<file path="src/gls_pkg.sv">
// Package: types and constants of the gauge level smoother.
package gls_pkg;

    localparam int FRAC_BITS  = 16;
    localparam int NEEDLE_W   = FRAC_BITS + 7;
    localparam int ALPHA_W    = 17;
    localparam int ALPHA_FRAC = 16;
    localparam int SPAN_W     = 33;
    localparam int PCT_W      = SPAN_W + 7;
    localparam int ACC_W      = ALPHA_W + NEEDLE_W;
    localparam int CNT_W      = $clog2(NEEDLE_W + 1);

    localparam logic [NEEDLE_W-1:0] FULL_SCALE = NEEDLE_W'(100 << FRAC_BITS);
    localparam logic [NEEDLE_W-1:0] TENTH      = NEEDLE_W'(((1 << FRAC_BITS) + 5) / 10);
    localparam logic [ALPHA_W-1:0]  ALPHA_ONE  = ALPHA_W'(1 << ALPHA_FRAC);
    localparam logic [ACC_W-1:0]    ROUND_HALF = ACC_W'(1 << (ALPHA_FRAC - 1));

    localparam logic [1:0] MODE_READ  = 2'd0;
    localparam logic [1:0] MODE_TICK  = 2'd1;
    localparam logic [1:0] MODE_CLEAR = 2'd2;

    localparam logic [2:0] CFG_SPAN_LOW  = 3'd0;
    localparam logic [2:0] CFG_SPAN_HIGH = 3'd1;
    localparam logic [2:0] CFG_ALPHA     = 3'd2;
    localparam logic [2:0] CFG_CRIT_LOW  = 3'd3;
    localparam logic [2:0] CFG_CRIT_HIGH = 3'd4;
    localparam logic [2:0] CFG_WARN_LOW  = 3'd5;
    localparam logic [2:0] CFG_WARN_HIGH = 3'd6;
    localparam logic [2:0] CFG_ENABLES   = 3'd7;

    typedef struct packed {
        logic [1:0]         mode;
        logic signed [31:0] reading;
    } t_in_item;

    typedef struct packed {
        logic [NEEDLE_W-1:0] needle_percent;
        logic                reading_valid;
        logic                critical_flag;
        logic                warning_flag;
        logic                session_valid;
        logic signed [31:0]  session_low;
        logic signed [31:0]  session_high;
    } t_out_item;

endpackage

</file>
<file path="src/gauge_level_smoother_unit.sv">
// Top level: gauge level smoother with session min/max and limit alarms.
//
// Input channel (i_in_valid / o_in_stall) carries a mode and a Q16.16 reading:
// a reading, a tick without reading, or a session clear. One result per item
// leaves on the output channel (o_out_valid / i_out_stall).
// Configuration writes (i_cfg_valid / o_cfg_ready, index, data) are taken in
// any cycle and must only be issued while the block is idle.
// A reading inside the span passes from accept to result through a setup step, the
// clamp of the percentage, the restoring divider (one quotient bit per cycle), the
// MULA and MULK steps on the shared 17x23 multiplier, a snap step and the load of
// the output register. Readings outside the span skip the divider, ticks go from
// setup to MULK, and clears go from setup straight to the output load.
// The next item can be taken in the cycle after the result loads.
// o_in_stall is high while an item is in flight; a new item can be taken
// while the previous result still waits in the output register.
// When the receiver stalls, the result holds and the next item stops before
// its output load until the register frees up.
// Reset restores the configuration defaults and clears level and session.
module gauge_level_smoother_unit (
    input  logic               i_clk,
    input  logic               i_rst_n,
    input  logic               i_in_valid,
    output logic               o_in_stall,
    input  gls_pkg::t_in_item  i_in_item,
    output logic               o_out_valid,
    input  logic               i_out_stall,
    output gls_pkg::t_out_item o_out_item,
    input  logic               i_cfg_valid,
    output logic               o_cfg_ready,
    input  logic [2:0]         i_cfg_index,
    input  logic [31:0]        i_cfg_data
);
    import gls_pkg::*;

    typedef enum logic [6:0] {
        S_IDLE = 7'b0000001,
        S_PREP = 7'b0000010,
        S_CLMP = 7'b0000100,
        S_DIV  = 7'b0001000,
        S_MULA = 7'b0010000,
        S_MULK = 7'b0100000,
        S_SNAP = 7'b1000000
    } t_state;

    t_state r_state, n_state;
    logic   r_done;

    logic signed [31:0] r_span_low, r_span_high;
    logic [ALPHA_W-1:0] r_alpha;
    logic signed [31:0] r_crit_low, r_crit_high, r_warn_low, r_warn_high;
    logic [3:0]         r_enables;

    logic [NEEDLE_W-1:0] r_level;
    logic signed [31:0]  r_low_seen, r_high_seen;
    logic                r_seen;

    logic [1:0]             r_mode;
    logic                   r_crit, r_warn;
    logic signed [SPAN_W-1:0] r_range, r_num;
    logic [SPAN_W-1:0]      r_rem;
    logic [NEEDLE_W-1:0]    r_dq;
    logic [CNT_W-1:0]       r_cnt;
    logic [ACC_W-1:0]       r_acc;

    logic                r_out_valid;
    t_out_item           r_out_item;

    logic                  accept;
    logic                  is_read;
    logic                  out_free;
    logic [ALPHA_W-1:0]    alpha_sat, keep;
    logic [PCT_W-1:0]      num_x100;
    logic [SPAN_W:0]       div_trial, div_range;
    logic                  div_ge;
    logic [ALPHA_W-1:0]    mul_x;
    logic [NEEDLE_W-1:0]   mul_y;
    logic [ACC_W-1:0]      product;
    logic [NEEDLE_W-1:0]   s_new, s_diff;
    logic                  crit_hit, warn_hit;
    logic signed [31:0]    rd;

    assign rd       = i_in_item.reading;
    assign accept   = i_in_valid && !o_in_stall;
    assign is_read  = (r_mode == MODE_READ);
    assign out_free = !r_out_valid || !i_out_stall;

    assign o_in_stall  = (r_state != S_IDLE) || r_done;
    assign o_cfg_ready = 1'b1;
    assign o_out_valid = r_out_valid;
    assign o_out_item  = r_out_item;

    assign alpha_sat = r_alpha[ALPHA_W-1] ? ALPHA_ONE : r_alpha;
    assign keep      = ALPHA_ONE - alpha_sat;

    assign num_x100 = (PCT_W'(r_num) << 6) + (PCT_W'(r_num) << 5) + (PCT_W'(r_num) << 2);

    assign div_trial = {r_rem, r_dq[NEEDLE_W-1]};
    assign div_range = {1'b0, r_range};
    assign div_ge    = (div_trial >= div_range);

    assign mul_x   = (r_state == S_MULA) ? alpha_sat : keep;
    assign mul_y   = (r_state == S_MULA) ? r_dq : r_level;
    assign product = ACC_W'(mul_x) * ACC_W'(mul_y);

    assign s_new  = r_acc[ALPHA_FRAC +: NEEDLE_W];
    assign s_diff = (s_new > r_dq) ? (s_new - r_dq) : (r_dq - s_new);

    assign crit_hit = (r_enables[0] && rd <= r_crit_low) || (r_enables[1] && rd >= r_crit_high);
    assign warn_hit = (r_enables[2] && rd <= r_warn_low) || (r_enables[3] && rd >= r_warn_high);

    always_comb begin
        n_state = r_state;
        case (r_state)
            S_IDLE: if (accept) n_state = S_PREP;
            S_PREP: begin
                if (r_mode == MODE_CLEAR) n_state = S_IDLE;
                else if (is_read)         n_state = S_CLMP;
                else                      n_state = S_MULK;
            end
            S_CLMP: begin
                if (r_range <= 0 || r_num <= 0 || r_num >= r_range) n_state = S_MULA;
                else                                                n_state = S_DIV;
            end
            S_DIV:  if (r_cnt == CNT_W'(NEEDLE_W - 1)) n_state = S_MULA;
            S_MULA: n_state = S_MULK;
            S_MULK: n_state = S_SNAP;
            S_SNAP: n_state = S_IDLE;
            default: n_state = S_IDLE;
        endcase
    end

    // configuration registers
    always_ff @(posedge i_clk) begin
        if (!i_rst_n) begin
            r_span_low  <= '0;
            r_span_high <= 32'sd6553600;
            r_alpha     <= ALPHA_W'(19661);
            r_crit_low  <= '0;
            r_crit_high <= '0;
            r_warn_low  <= '0;
            r_warn_high <= '0;
            r_enables   <= '0;
        end else if (i_cfg_valid) begin
            case (i_cfg_index)
                CFG_SPAN_LOW:  r_span_low  <= i_cfg_data;
                CFG_SPAN_HIGH: r_span_high <= i_cfg_data;
                CFG_ALPHA:     r_alpha     <= i_cfg_data[ALPHA_W-1:0];
                CFG_CRIT_LOW:  r_crit_low  <= i_cfg_data;
                CFG_CRIT_HIGH: r_crit_high <= i_cfg_data;
                CFG_WARN_LOW:  r_warn_low  <= i_cfg_data;
                CFG_WARN_HIGH: r_warn_high <= i_cfg_data;
                CFG_ENABLES:   r_enables   <= i_cfg_data[3:0];
                default: ;
            endcase
        end
    end

    // sequencer and datapath
    always_ff @(posedge i_clk) begin
        if (!i_rst_n) begin
            r_state     <= S_IDLE;
            r_done      <= 1'b0;
            r_level     <= '0;
            r_low_seen  <= '0;
            r_high_seen <= '0;
            r_seen      <= 1'b0;
            r_out_valid <= 1'b0;
        end else begin
            r_state <= n_state;

            case (r_state)
                S_IDLE: begin
                    if (accept) begin
                        r_mode  <= i_in_item.mode;
                        r_range <= SPAN_W'(r_span_high) - SPAN_W'(r_span_low);
                        r_num   <= SPAN_W'(rd) - SPAN_W'(r_span_low);
                        r_crit  <= (i_in_item.mode == MODE_READ) && crit_hit;
                        r_warn  <= (i_in_item.mode == MODE_READ) && warn_hit;
                        if (i_in_item.mode == MODE_READ) begin
                            if (!r_seen || rd < r_low_seen)  r_low_seen  <= rd;
                            if (!r_seen || rd > r_high_seen) r_high_seen <= rd;
                            r_seen <= 1'b1;
                        end else if (i_in_item.mode == MODE_CLEAR) begin
                            r_low_seen  <= '0;
                            r_high_seen <= '0;
                            r_seen      <= 1'b0;
                        end
                    end
                end
                S_PREP: begin
                    r_acc <= ROUND_HALF;
                    r_cnt <= '0;
                    if (r_mode == MODE_CLEAR) begin
                        r_level <= '0;
                        r_done  <= 1'b1;
                    end
                end
                S_CLMP: begin
                    r_rem <= num_x100[PCT_W-1:7];
                    if (r_range <= 0 || r_num <= 0) r_dq <= '0;
                    else if (r_num >= r_range)      r_dq <= FULL_SCALE;
                    else                            r_dq <= {num_x100[6:0], {FRAC_BITS{1'b0}}};
                end
                S_DIV: begin
                    r_rem <= div_ge ? SPAN_W'(div_trial - div_range) : div_trial[SPAN_W-1:0];
                    r_dq  <= {r_dq[NEEDLE_W-2:0], div_ge};
                    r_cnt <= r_cnt + 1'b1;
                end
                S_MULA, S_MULK: begin
                    r_acc <= r_acc + product;
                end
                S_SNAP: begin
                    r_done <= 1'b1;
                    if (is_read) r_level <= (s_diff < TENTH) ? r_dq : s_new;
                    else         r_level <= (s_new < TENTH) ? '0 : s_new;
                end
                default: ;
            endcase

            // result goes out once the output register is free
            if (r_done && out_free) begin
                r_done      <= 1'b0;
                r_out_valid <= 1'b1;
                r_out_item.needle_percent <= r_level;
                r_out_item.reading_valid  <= is_read;
                r_out_item.critical_flag  <= r_crit;
                r_out_item.warning_flag   <= r_warn;
                r_out_item.session_valid  <= r_seen;
                r_out_item.session_low    <= r_low_seen;
                r_out_item.session_high   <= r_high_seen;
            end else if (r_out_valid && !i_out_stall) begin
                r_out_valid <= 1'b0;
            end
        end
    end

endmodule

</file>
<file path="config.mk">
export PLATFORM = sky130hd
export DESIGN_NAME = gauge_level_smoother_unit
export DESIGN_NICKNAME = d
export VERILOG_FILES = /design/src/gls_pkg.sv /design/src/gauge_level_smoother_unit.sv
export SDC_FILE = /design/constraint.sdc
export NUM_CORES = 2
export LEC_CHECK = 0
export BUFFER_PORTS_ARGS = -buffer_cell sky130_fd_sc_hd__buf_2
export CORE_MARGIN = 4
export CORE_UTILIZATION = 39
export CTS_CLUSTER_DIAMETER = 100
export DETAILED_ROUTE_END_ITERATION = 10
export GPL_TIMING_DRIVEN = 0
export PLACE_DENSITY = 0.66
export SLEW_MARGIN = 25
export SYNTH_ARGS = -nofsm -noshare
export SYNTH_HDL_FRONTEND = slang
export SYNTH_SLANG_ARGS = --single-unit
</file>
<file path="constraint.sdc">
create_clock -name i_clk -period 10.7 [get_ports i_clk]
set_input_delay 0.535 -clock i_clk [delete_from_list [all_inputs] [get_ports i_clk]]
set_output_delay 0.535 -clock i_clk [all_outputs]
set_load 0.05 [all_outputs]
</file>
## Word-level counts from Yosys, hierarchy flattened

Cells that the tools add are included.

- Register bits: 572
- Memories kept: 0
- Input bits: 74
- Output and inout bits: 94
- RAM bits: 0
- Word-level logic and storage cells: 162
- Bits in latches: 0
- Memory bits (read-only): 0

- Divide/modulo/power cells: 0
- Muxes and demuxes: 33
- Shift operators: 0
- Equality and inequality tests: 23
- Bitwise gates (word level): 1
- $mul: 1
- Add/sub/neg operators: 10
- Reduce and logical (&&, ||, !) cells: 50
- Order comparisons: 13

Operators by type and width:

| operator | number |
|---|---|
| $mux W23 | 8 |
| $mux W32 | 5 |
| $pmux W23 S2 | 2 |
| $pmux W40 S2 | 1 |
| $le A33 B1 Y1 const B | 2 |
| $pmux W33 S2 | 1 |
| $sub A32 B32 Y33 | 2 |
| $ge A32 B32 Y1 | 2 |
| $le A32 B32 Y1 | 2 |
| $lt A23 B13 Y1 const B | 2 |
| $sub A23 B23 Y23 | 2 |
| $pmux W7 S6 | 1 |
| $add A39 B38 Y40 | 1 |
| $add A40 B35 Y40 | 1 |
| $add A40 B40 Y40 | 1 |
| $mul A17 B23 Y40 | 1 |
| $ge A34 B33 Y1 | 1 |
| $mux W17 | 2 |
| $ge A33 B33 Y1 | 1 |
| $mux W33 | 1 |
| $sub A33 B33 Y33 | 1 |
| $gt A32 B32 Y1 | 1 |
| $lt A32 B32 Y1 | 1 |
| $reduce_and A2 Y1 | 14 |
| 34 further kinds | 75 |

## Longest topological paths before layout

- Depth after elaboration: 6
- Depth in mapped cells: 38
- Gate-level depth less buffers: 34

## Worst setup path before layout

OpenSTA, ideal clock, no wires.

- Path kind: register -> register
- From: reg r_alpha[16]
- To: reg r_acc[38], data pin
- Clock period less this slack: 8.445 ns
- Setup time: 0.157 ns
- Arrival time: 8.288 ns
- Cell stages (with the launch flop): 38
- Setup slack: 2.255 ns
- Cells stage by stage: dfxtp_1 -> clkbuf_1 -> clkbuf_1 -> clkbuf_1 -> nor2b_1 -> clkbuf_1 -> inv_1 -> ha_1 -> o21ai_0 -> o31ai_1 -> a21oi_1 -> o22ai_1 -> clkbuf_1 -> nand2_1 -> fa_1 -> inv_1 -> fa_1 -> inv_1 -> (+2 left out) -> fa_1 -> inv_1 -> fa_1 -> inv_1 -> fa_1 -> ha_1 -> a21o_1 -> a21oi_1 -> o21bai_1 -> a221o_1 -> a21o_1 -> a21oi_1 -> nand2_1 -> o211ai_1 -> a31oi_1 -> o21a_1 -> o21a_1 -> nor3_1

- Longest elaborated chain between the ends: 6

RTL lines:

| element | RTL line | source |
|---|---|---|
| start: declaration | gauge_level_smoother_unit.sv:49 | `logic [ALPHA_W-1:0] r_alpha;` |
| start signal: assignment | gauge_level_smoother_unit.sv:147 | `CFG_ALPHA: r_alpha <= i_cfg_data[ALPHA_W-1:0];` |
| $mux W17 * | gauge_level_smoother_unit.sv:92 | `assign alpha_sat = r_alpha[ALPHA_W-1] ? ALPHA_ONE : r_alpha;` |
| $sub A17 B17 Y17 | gauge_level_smoother_unit.sv:93 | `assign keep = ALPHA_ONE - alpha_sat;` |
| $mux W17 * | gauge_level_smoother_unit.sv:101 | `assign mul_x = (r_state == S_MULA) ? alpha_sat : keep;` |
| $mul A17 B23 Y40 * | gauge_level_smoother_unit.sv:103 | `assign product = ACC_W'(mul_x) * ACC_W'(mul_y);` |
| $add A40 B40 Y40 * | gauge_level_smoother_unit.sv:210 | `r_acc <= r_acc + product;` |
| $pmux W40 S2 * | gauge_level_smoother_unit.sv:171 | `case (r_state)` |
| end signal: assignment | gauge_level_smoother_unit.sv:210 |  |
| end: declaration | gauge_level_smoother_unit.sv:63 | `logic [ACC_W-1:0] r_acc;` |

Every way passes the cells marked *; elsewhere a longest branch is shown, timed or not.
A chain may end at the register's enable or synchronous reset.

## Final worst setup path

- From: reg r_state[6]
- To: reg r_acc[37], data pin

- Longest elaborated chain between the ends: 5
- Elaborated cells between the ends (all ways): 9
- Classes of those cells: add/sub: 1; mul: 1; eq/ne: 3; mux: 3; reduce/logical: 1

RTL lines:

| element | RTL line | source |
|---|---|---|
| start: declaration | gauge_level_smoother_unit.sv:45 | `t_state r_state, n_state;` |
| start signal: assignment | gauge_level_smoother_unit.sv:169 | `r_state <= n_state;` |
| $eq A7 B5 Y1 | gauge_level_smoother_unit.sv:101, gauge_level_smoother_unit.sv:102, gauge_level_smoother_unit.sv:171 |  |
| $mux W17 or $mux W23 (tied branches) | gauge_level_smoother_unit.sv:101, gauge_level_smoother_unit.sv:102 |  |
| $mul A17 B23 Y40 | gauge_level_smoother_unit.sv:103 |  |
| $add A40 B40 Y40 | gauge_level_smoother_unit.sv:210 |  |
| $pmux W40 S2 * | gauge_level_smoother_unit.sv:171 |  |

Marked as above.

==> metrics.txt <==
max_cap viols 0; placed cell area 52800 um^2; EDFF count, synth 261; Max Clk Rate 95.7 MHz; TritonCTS Buffers 69; fin crit share 97.7%; detailed placement HPWL 123000 um; Vias 40900; first-pass GRT wire length 234000 um; fin. max-slew vios 0; die height 365 um; Yosys reg bits 571; number of H-tree levels 3; Reg-to-Reg Start r_state[6]; CTS Buffer Depth 3; Final GP Congestion 0.985; R2R cell count 29; RSZ-0062 raised after global routing false; Layout Nets 6925; synth warn 0; Critical Path Source Type flop; crit path kind reg -> reg; syn nets 6687; HP Class in -> reg; placed cells 7520; Mean Syn Cell Area 8.72 um^2; Hold-fix buffers, CTS 0; I/O Buffers 159; min-delay src i_cfg_data[26]; outcome finished, final reports clean; Data arrival, critical path 10.84 ns; hold slack 0.187 ns; grt total ovfl 0; Final Skew 0.0422 ns; per-cell routed wire length 20.0 um; post-synthesis cell count 5703; row count 130; Pre-antenna DRT Iters 6; register area share after synthesis 28.2%; hold depth 3; share of the synthesized area in the top cell type 15.8%; ratio of cells with drive above 1 in the final layout 6.17%; Synth area leader edfxtp_1; CP max FO 10; Initial Utilization 39.4%; post-DR vias/cell 5.34; worst r2r dst r_acc[37]; largest net degree at the start of global routing 51; Filler cells 12200; slew at the pin with the worst max-slew slack 1.10 ns; prevailing post-synth register cell dfxtp_1; Cell variety after synth 91; Core Util, Final 43.9%; Max-slew headroom 24.5%; Power Density 107 nW/um^2; vias in the first global route 40400; crit-path max cell delay 0.89 ns; Setup TNS 0 ns; I/O pin count 168; Worst Hold Endpoint r_crit_high[26]; CTS tree done; DR iter-0 viols 3152; core area 126000 um^2; endpoint class of the critical path flop; antenna viol nets, final 0; top post-synthesis cells by area edfxtp_1 16%, fa_1 16%, ha_1 13%; DRC viols 0; CTS root buffer clkbuf_16; final worst path period need 10.45 ns; Post-synth ARST share 0%; slowest CP cell clkbuf_1; Worst path most repeated cell fa_1; non-filler cells, final 7649; worst skew pair latency 0.67 ns; Final Setup Violations 0; leakage 0.0242 uW; final instance area 55300 um^2; internal reg-to-reg setup slack 0.25 ns; worst vdd ir 103 uV; initial antenna violation count 5; # Post-CTS Setup Buffers 0; Num Clock Sinks 571; die area 133000 um^2; Post-Syn Area 49700 um^2; clk slew on worst S/H paths 0.06 ns; Layout area overhead 11.3%; Critical Path RT 11.09 ns; WL final 153000 um; Die W 365 um; Overall Global Routing Usage 22.7%; Final Hold Fails 0
==> repair_timing <==
item                                    CTS  global route
gates cloned                              0             0
endpoints found under the setup margin    5            10
gates resized for setup                   6            29
==> flip-flops by register name (all words and copies together) (netlist names), 2 cells and up <==
| signal | cells |
|---|---|
| r_crit_high | 32 |
| r_enables | 4 |
| r_rem | 33 |
| r_warn_high | 32 |
| r_mode | 2 |
| r_warn_low | 32 |
| r_high_seen | 32 |
| o_out_item | 91 |
| r_cnt | 5 |
| r_alpha | 17 |
| r_acc | 39 |
| r_state | 7 |
| r_range | 33 |
| r_span_low | 32 |
| r_dq | 23 |
| r_span_high | 32 |
| r_num | 33 |
| r_level | 23 |
| r_crit_low | 32 |
| r_low_seen | 32 |
==> critical path: cells and delay by family (launching register included) <==
family | cells | cell delay (ns)
xor+xnor | 1 | 0.12
flops | 1 | 0.34
compound gates | 6 | 1.89
buf+inv | 7 | 2.40
fa+ha+maj | 7 | 3.48
simple gates | 8 | 1.94
==> cell usage after synthesis (28+ instances only) <==
master	count
nor3_1	55
nor2_1	410
ha_1	522
clkbuf_1	168
and2_1	62
and3_1	28
a21o_1	164
inv_1	832
o21ai_1	69
a21oi_1	416
mux2i_1	121
dfxtp_1	310
edfxtp_1	261
fa_1	388
nand2_1	909
xnor2_1	111
nand2b_1	60
o21ai_0	142
nand3_1	66
o21a_1	47
nor2b_1	70
nand4_1	84
xor2_1	62
o21bai_1	35
==> power breakdown <==
part           leakage, uW  switching, uW  internal, uW
clock              0.00117           1030          1500
combinational       0.0180            609           401
sequential         0.00505           44.3          2350
==> final cells by class <==
cell class	count	area, um^2	area share [%]
plain buffers	201	846	1.53
flip-flops and latches	571	14000	25.4
clock inverters	34	487	0.879
multi-input cells	4097	31800	57.5
well taps	1650	2060	3.73
repair buffers	167	986	1.78
inverters	834	3130	5.66
clock buffers	91	1950	3.52
diodes	4	10.0	0.0181
==> layout by cell type, fill, tap and decap left out, types with 114 or more instances in the layout <==
cell type | Yosys | routed
nand2_1 | 909 | 909
inv_1 | 832 | 832
ha_1 | 522 | 522
a21oi_1 | 416 | 413
nor2_1 | 410 | 408
fa_1 | 388 | 388
dfxtp_1 | 310 | 310
edfxtp_1 | 261 | 261
buf_2 | 13 | 172
clkbuf_1 | 168 | 168
a21o_1 | 164 | 164
o21ai_0 | 142 | 133
mux2i_1 | 121 | 114
==> cells by family after synthesis <==
logic type	after synthesis	share of synthesized area, %
xor+xnor	173	3.05
fa+ha+maj	910	28.8
flops	571	28.2
mux	124	2.50
compound gates	1069	13.4
buf+inv	1035	7.97
simple gates	1820	16.1
other cells	1	0.00754
==> how the worst max path moves through the flow <==
stage	from	end	slack [ns]
floorplan	r_alpha[16]	r_acc[38]	2.26
global placement	r_alpha[16]	r_acc[37]	-0.21
detailed placement	r_alpha[16]	r_acc[38]	-0.13
CTS	r_alpha[16]	r_acc[37]	0.09
global route	r_state[6]	r_acc[37]	0.04
finish	r_state[6]	r_acc[37]	0.25
==> routing by layer <==
layer	share of wire [%]	track usage [%]	wire, um	vias up
met4	3.8	8.09	5770	0
li1	-	-	-	19400
met2	45	36.9	69400	1451
met5	0	0	0	-
met3	8.0	4.76	12300	284
met1	43	30.1	65500	19700
==> stage by stage <==
step	setup slack, ns	power [uW]
after global placement	-0.213	3410
after CTS	0.0950	5960
final	0.251	5930
after detailed placement	-0.134	3430
after global routing	0.0386	6170
after floorplan	2.26	3140
Note: power is estimated with default switching activity, not from simulation.
